===== config.mk =====
export PLATFORM = sky130hd
export DESIGN_NAME = eul_cordic
export DESIGN_NICKNAME = d
export VERILOG_FILES = /design/src/sv/eul_pkg.sv /design/src/sv/eul_cordic.sv
export SDC_FILE = /design/constraint.sdc
export NUM_CORES = 2
export LEC_CHECK = 0
export ABC_CLOCK_PERIOD_IN_PS = 4350
export BUFFER_PORTS_ARGS = -buffer_cell sky130_fd_sc_hd__buf_2
export CELL_PAD_IN_SITES_DETAIL_PLACEMENT = 0
export CELL_PAD_IN_SITES_GLOBAL_PLACEMENT = 1
export CORE_UTILIZATION = 45
export CTS_CLUSTER_DIAMETER = 40
export DETAILED_ROUTE_END_ITERATION = 12
export GPL_TIMING_DRIVEN = 0
export MAX_ROUTING_LAYER = met4
export PLACE_DENSITY = 0.79
export SKIP_LAST_GASP = 1
export SYNTH_ARGS = -nofsm -noshare
export SYNTH_HDL_FRONTEND = slang
export SYNTH_SLANG_ARGS = --single-unit

===== constraint.sdc =====
create_clock -name i_clk -period 4.35 [get_ports i_clk]
set_input_delay 0.2175 -clock i_clk [delete_from_list [all_inputs] [get_ports i_clk]]
set_output_delay 0.2175 -clock i_clk [all_outputs]
set_load 0.05 [all_outputs]

===== src/sv/eul_pkg.sv =====
// ----------------------------------------------------------------------------
// eul_pkg
// shared constants, types and helpers for the euler xyz rotation matrix
// ----------------------------------------------------------------------------
package eul_pkg;

    localparam int ANGLE_BITS        = 16;
    localparam int OUT_FRAC_BITS     = 14;
    localparam int CORDIC_ITERATIONS = 16;
    localparam int CORDIC_STAGES     = (CORDIC_ITERATIONS < 32) ? CORDIC_ITERATIONS : 32;
    localparam int OUT_WIDTH         = OUT_FRAC_BITS + 2;
    localparam int IN_WIDTH          = 16;
    localparam int Q_WIDTH           = 34;

    localparam logic signed [Q_WIDTH-1:0] CORDIC_GAIN = 34'sh026DD3B6A;

    typedef logic signed [Q_WIDTH-1:0] t_q30;

    typedef struct packed {
        t_q30 c;
        t_q30 s;
    } t_sincos;

    function automatic logic [31:0] atan_turn32(input logic [4:0] idx);
        logic [31:0] v;
        begin
            case (idx)
                5'd0:  v = 32'h20000000;
                5'd1:  v = 32'h12E4051E;
                5'd2:  v = 32'h09FB385B;
                5'd3:  v = 32'h051111D4;
                5'd4:  v = 32'h028B0D43;
                5'd5:  v = 32'h0145D7E1;
                5'd6:  v = 32'h00A2F61E;
                5'd7:  v = 32'h00517C55;
                5'd8:  v = 32'h0028BE53;
                5'd9:  v = 32'h00145F2F;
                5'd10: v = 32'h000A2F98;
                5'd11: v = 32'h000517CC;
                5'd12: v = 32'h00028BE6;
                5'd13: v = 32'h000145F3;
                5'd14: v = 32'h0000A2FA;
                5'd15: v = 32'h0000517D;
                5'd16: v = 32'h000028BE;
                5'd17: v = 32'h0000145F;
                5'd18: v = 32'h00000A30;
                5'd19: v = 32'h00000518;
                5'd20: v = 32'h0000028C;
                5'd21: v = 32'h00000146;
                5'd22: v = 32'h000000A3;
                5'd23: v = 32'h00000051;
                5'd24: v = 32'h00000029;
                5'd25: v = 32'h00000014;
                5'd26: v = 32'h0000000A;
                5'd27: v = 32'h00000005;
                5'd28: v = 32'h00000003;
                5'd29: v = 32'h00000001;
                5'd30: v = 32'h00000001;
                default: v = 32'h00000000;
            endcase
            return v;
        end
    endfunction

    // q30 product, rounded half up (floor after adding 2^29)
    function automatic t_q30 qmul(input t_q30 a, input t_q30 b);
        logic signed [2*Q_WIDTH-1:0] p;
        begin
            p = a * b + (68'sd1 <<< 29);
            return t_q30'(p >>> 30);
        end
    endfunction

endpackage


===== src/sv/eul_cordic.sv =====
// ----------------------------------------------------------------------------
// eul_cordic
// pipelined cordic rotator, one stage per iteration, gives cos and sin in q4.30
// ----------------------------------------------------------------------------
module eul_cordic (
    input  logic                           i_clk,
    input  logic [eul_pkg::IN_WIDTH-1:0]   i_angle,
    output eul_pkg::t_sincos               o_sc
);

    localparam int N = eul_pkg::CORDIC_STAGES;

    eul_pkg::t_q30 r_x    [N+1];
    eul_pkg::t_q30 r_y    [N+1];
    logic signed [32:0] r_z [N+1];
    logic          r_flip [N+1];

    logic [eul_pkg::ANGLE_BITS-1:0] w_raw;
    logic [31:0]                    w_phase;
    logic [31:0]                    w_rot;
    logic                           w_flip;

    assign w_raw   = i_angle[eul_pkg::ANGLE_BITS-1:0];
    assign w_phase = 32'(w_raw) << (32 - eul_pkg::ANGLE_BITS);
    assign w_rot   = w_phase + 32'h40000000;
    assign w_flip  = w_rot[31];

    // stage 0: quadrant fold
    always_ff @(posedge i_clk) begin
        r_x[0]    <= eul_pkg::CORDIC_GAIN;
        r_y[0]    <= '0;
        r_z[0]    <= 33'(signed'(w_flip ? (w_phase + 32'h80000000) : w_phase));
        r_flip[0] <= w_flip;
    end

    for (genvar i = 0; i < N; i++) begin : g_stage
        logic [31:0] w_atan;
        assign w_atan = eul_pkg::atan_turn32(5'(i));
        always_ff @(posedge i_clk) begin
            if (!r_z[i][32]) begin
                r_x[i+1] <= r_x[i] - (r_y[i] >>> i);
                r_y[i+1] <= r_y[i] + (r_x[i] >>> i);
                r_z[i+1] <= r_z[i] - signed'({1'b0, w_atan});
            end else begin
                r_x[i+1] <= r_x[i] + (r_y[i] >>> i);
                r_y[i+1] <= r_y[i] - (r_x[i] >>> i);
                r_z[i+1] <= r_z[i] + signed'({1'b0, w_atan});
            end
            r_flip[i+1] <= r_flip[i];
        end
    end

    always_ff @(posedge i_clk) begin
        o_sc.c <= r_flip[N] ? -r_x[N] : r_x[N];
        o_sc.s <= r_flip[N] ? -r_y[N] : r_y[N];
    end

endmodule


### Word-level counts from Yosys, hierarchy flattened

Memories as Yosys holds them, arrays and structs flattened.
Index checks and enable logic that the tools add are counted.

| word-level totals | value |
|---|---|
| bits in registers | 68 |
| bits in writable memories | 1734 |
| input port bits | 17 |
| output and inout port bits | 68 |
| logic and storage cells | 236 |
| memories kept | 4 |

| operators by class | value |
|---|---|
| $add $sub $neg | 99 |
| multiplexer cells | 83 |
| bitwise gates (word level) | 48 |

Memory list:

| memory | words | width | read ports | clocked after memory_dff | wr ports | RTL line | text |
|---|---|---|---|---|---|---|---|
| r_x | 17 | 34 | 17 | 0 | 17 | eul_cordic.sv:13 | `eul_pkg::t_q30 r_x [N+1];` |
| r_y | 17 | 34 | 17 | 0 | 17 | eul_cordic.sv:14 | `eul_pkg::t_q30 r_y [N+1];` |
| r_z | 17 | 33 | 16 | 0 | 17 | eul_cordic.sv:15 | `logic signed [32:0] r_z [N+1];` |
| r_flip | 17 | 1 | 17 | 0 | 17 | eul_cordic.sv:16 | `logic r_flip [N+1];` |

Operator list:

| operator | number |
|---|---|
| $mux W34 | 34 |
| $mux W33 | 16 |
| $add A34 B19 Y34 | 2 |
| $add A34 B20 Y34 | 2 |
| $add A34 B21 Y34 | 2 |
| $add A34 B22 Y34 | 2 |
| $add A34 B23 Y34 | 2 |
| $add A34 B24 Y34 | 2 |
| $add A34 B25 Y34 | 2 |
| $add A34 B26 Y34 | 2 |
| $add A34 B27 Y34 | 2 |
| $add A34 B28 Y34 | 2 |
| $add A34 B29 Y34 | 2 |
| $add A34 B30 Y34 | 2 |
| $add A34 B31 Y34 | 2 |
| $add A34 B32 Y34 | 2 |
| $add A34 B33 Y34 | 2 |
| $neg A34 Y34 | 2 |
| $sub A34 B19 Y34 | 2 |
| $sub A34 B20 Y34 | 2 |
| $sub A34 B21 Y34 | 2 |
| $sub A34 B22 Y34 | 2 |
| $sub A34 B23 Y34 | 2 |
| $sub A34 B24 Y34 | 2 |
| other kinds (48) | 136 |

### Depth between registers and ports, before layout

An unclocked memory read counts as a cell.

| logic depth | value |
|---|---|
| depth in word-level cells | 3 |
| depth in mapped cells | 21 |
| depth with buffers taken out | 21 |

### Worst setup path before layout

OpenSTA, ideal clock, no wires.

| timing path | value |
|---|---|
| path type | register -> register |
| from | mem r_z[2][32] |
| to | mem r_y[3][31] (netlist name) |
| arrival | 4329 ps |
| required time | 4234 ps |
| setup slack | -95 ps |
| cell stages (with the launch flop) | 17 |
| buffers on the path | 3 |
| period minus slack after synthesis | 4445 ps |
| cells stage by stage | dfxtp_1 > clkbuf_1 > buf_1 > clkbuf_1 > mux2i_1 > inv_1 > ha_1 > o21a_1 > o21a_1 > o21bai_1 > a31o_2 > a211oi_1 > a221oi_1 > o41ai_1 > a21o_1 > or4_1 > and3_1 |

RTL lines:

| what | RTL line |
|---|---|
| from (decl) | eul_cordic.sv:15 |
| to (decl) | eul_cordic.sv:14 |

==> summary.md <==
| Metric | Value |
|---|---|
| Post-Synth Adder-Cell Area | `0.163` |
| Clk slew on worst S/H paths | `around 0.060 ns` |
| First-pass GRT wire length | `approximately 490000 um` |
| Drt total wl | `313000 um` |
| Horiz. Die Dim | `a little under 500 um` |
| Synth Area in Compound Gates | `0.222` |
| Most used cell, CP | `a21o_1` |
| Status | `completed` |
| Top-area cell type share of the netlist area | `0.276` |
| Simple-gate share of the synthesized area | `0.159` |
| Vias in the first global route | `about 93000` |
| Ys flop type | `dfxtp_1` |
| Max_cap viols | `0` |
| Die H | `roughly 500 um` |
| Max clock buf depth | `3` |
| CTS root buffer | `clkbuf_16` |
| Via count | `between 90000 and 100k` |
| Skew final | `approximately 0.071 ns` |
| Sequential area share after synthesis | `0.276` |
| Share of cells above drive strength 1 | `0.114` |
| Slew headroom | `0.187` |
| Top cells by area, synth | `dfxtp_1 (28%), ha_1 (16%), xnor2_1 (9.5%)` |
| Final setup vio count | `0` |
| Slew @ Worst Pin | `roughly 1.2 ns` |
| CTS HTree Levels | `4` |
| Xor/xnor share of the synthesized area | `0.143` |
| Mux cell area share after synthesis | `0.0118` |
| PortBufs | `between 80 and 90` |
| Util after Layout | `0.531` |
| Synthesized area | `about 0.11 mm2` |
| First DRT Iteration DRCs | `roughly 5700` |
| Clock buffer count from CTS | `241` |
| Crit end category | `flop` |
| Syn Nets | `around 14000` |
| Arrival @ worst endpoint | `5.05 ns` |
| Drt via density | `between 5 and 6` |
| Final Max Slew Viols | `0` |
| Cells after Synth | `~13000` |
| RSZ-0062 raised after global routing | `yes` |
| Largest net degree at the start of global routing | `32` |
| CP cell instances | `or4_4 -> or3_4 -> nor4_4 -> buf_4 -> a21oi_2 -> xnor2_1 -> ha_1 -> a21o_1 -> a21o_1 -> a21oi_4 -> nand2_1 -> o221a_4 -> o21a_1 -> a31oi_2 -> nor2_1 -> a311o_1` |
| Nets | `15000` |
| Largest family of logic cells by synthesized area | `compound AO/OA/AOI/OAI gates` |
| Cell variety after synth | `86` |
| Critical path required time | `~5.1 ns` |
| Critical Path Max Stage Delay | `between 0.5 and 0.6 ns` |
| # rows | `approximately 180` |
| Kind of critical path | `reg -> reg` |
| Antenna violations before repair | `3` |
| Avg Cell Area, Syn | `roughly 8.5 um2` |
| CTS tree | `done` |
| Hold WC Path Type | `in -> reg` |
| Global Route Usage Sum | `0.251` |
| Core area | `0.243 mm2` |
| YS warnings | `0` |
| Yosys reg bits | `around 1500` |
| Final period util | `0.996` |
| Routed Antenna Nets | `0` |
| Gr ovfl total | `0` |
| Drt wl/cell | `around 18 um` |
| DRC viols | `0` |
| Asr flop ratio synth | `0` |
| Worst-skew pair later-pin latency | `between 0.8 and 0.9 ns` |
| Fin. Hold Viols | `0` |
| Post-synth top area cell | `dfxtp_1` |
| Final min period | `about 4.3 ns` |
| Area of the die | `0.246 mm2` |
| CP max-delay cell | `or4_4` |
| Initial Utilization | `0.452` |
| DRT Pass-1 Iters | `6` |
| CTS Sinks | `between 1500 and 2000` |
| Fmax | `~0.23 GHz` |
| Routability cong. | `between 0.9 and 1` |
| Detailed placement HPWL | `roughly 250000 um` |
| Number of synthesized flops with an enable pin | `0` |
| Area growth from synthesis to layout | `17.3%` |
| Startpoint Class | `flop` |
| Boundary Pins | `85` |
| CP max FO | `5` |
-- worst paths after layout --
kind | from | end | slack [ns] | cells after the start
setup reg to reg | r_y[6][15] | r_x[7][31] | 0.02 | 16
hold / removal | i_angle[14] | r_flip[0][0] | 0.11 | 3
hold reg to reg | r_flip[0][12] | r_flip[0][13] | 0.29 | 0
setup / recovery | r_y[6][15] | r_x[7][31] | 0.02 | 16
-- kinds of logic after synthesis --
| logic type | count (synthesis) |
|---|---|
| flip-flops | 1515 |
| AO/OA/AOI/OAI | 3821 |
| adder cells (fa/ha/maj) | 1407 |
| multiplexers | 122 |
| XOR/XNOR | 1797 |
| buffers and inverters | 752 |
| AND/OR/NAND/NOR | 3585 |
-- layout make-up --
| class | count | area (um2) |
|---|---|---|
| repair inverters | 8 | 45.0 |
| flip-flops and latches | 1515 | 30400 |
| diodes | 4 | 10.0 |
| plain buffers | 174 | 965 |
| fillers | 22500 | 114000 |
| multi-input cells | 10700 | 80400 |
| well taps | 3202 | 4010 |
| clock inverters | 186 | 2260 |
| repair buffers | 310 | 2230 |
| clock buffers | 277 | 6390 |
| inverters | 573 | 2210 |
-- Yosys cell counts, types with 23 or more instances --
master,n
nor3b_1,47
mux2i_1,62
and2_1,87
nor2b_1,175
o21a_1,211
mux2_2,60
or2_2,56
a31oi_1,139
a21boi_0,58
and3_1,135
o311ai_0,23
o211ai_1,56
inv_1,567
nand2_1,589
a2111oi_0,38
a211o_1,39
nor2_1,1253
nand2b_1,207
nor3_1,394
a21oi_1,1346
a211oi_1,133
or3_1,102
nand3_1,229
buf_1,35
xnor2_1,1187
nand4_1,64
a31o_2,33
a21o_1,559
o41ai_1,49
dfxtp_1,1515
or4_1,55
ha_1,1365
fa_1,42
xor2_1,610
o31a_1,39
o31ai_1,98
clkbuf_1,142
o2111ai_1,23
and4_1,30
o21ai_0,609
o21bai_1,124
nor4_1,90
a311oi_1,27
a221oi_1,27
-- metal layers --
layer | share of wire | up-vias | wire [um] | global-route usage
met4 | 0.033 | 0 | 10200 | 0.0856
met3 | 0.039 | 568 | 12100 | 0.0262
met2 | 0.49 | 2048 | 153000 | 0.437
met1 | 0.44 | 45400 | 137000 | 0.300
li1 | - | 48100 | - | -
met5 | 0 | - | 0 | -
-- critical path, delay by kind of cell, from the launching register on --
| family | cells | cell delay (ns) |
|---|---|---|
| xor+xnor | 1 | 0.24 |
| flops | 1 | 0.36 |
| compound gates | 8 | 1.73 |
| simple gates | 5 | 1.35 |
| fa+ha+maj | 1 | 0.33 |
| buf+inv | 1 | 0.18 |
-- what timing repair did --
item / 4_1_cts / 5_1_grt
endpoints found under the hold margin: 17 / 0
gates resized for setup: 493 / 474
endpoints found under the setup margin: 827 / 236
cloned: 8 / 0
hold buffers: 32 / 0
pin swaps: 69 / 230
setup buffers: 66 / 128
-- sequential cells by signal (all words and copies together) (netlist names) --
register and count:
o_sc 68, r_flip 17, r_z 435, r_y 511, r_x 484
-- through the flow --
| stage | cell area, um2 | TNS [ns] | hold slack (ns) | instances | setup slack [ns] |
|---|---|---|---|---|---|
| global route | 129000 | -1.19 | 0.0846 | 17000 | -0.122 |
| CTS | 126000 | -0.0129 | 0.0378 | 16900 | -0.0129 |
| global placement | 114000 | -592.15 | 0.310 | 16300 | -2.61 |
| finish | 129000 | 0 | 0.105 | 17000 | 0.0159 |
| detailed placement | 114000 | -599.58 | 0.312 | 16300 | -2.70 |
| floorplan | 110000 | 0 | 0.245 | 13000 | 0.0655 |
-- cells in the final DEF (no fill, tap or decap), drive strengths merged, types with 207 or more instances in the layout --
master,n
inv,629
a21o,559
a21oi,1346
dfxtp,1515
o21ai,609
o21a,211
nand3,229
nor3,394
buf,317
xor2,610
xnor2,1187
nand2b,207
ha,1365
nand2,590
nor2,1253
clkbuf,412
Power is not shown: default switching activity piles up to over one toggle a cycle in this logic, so the estimate is an artifact.
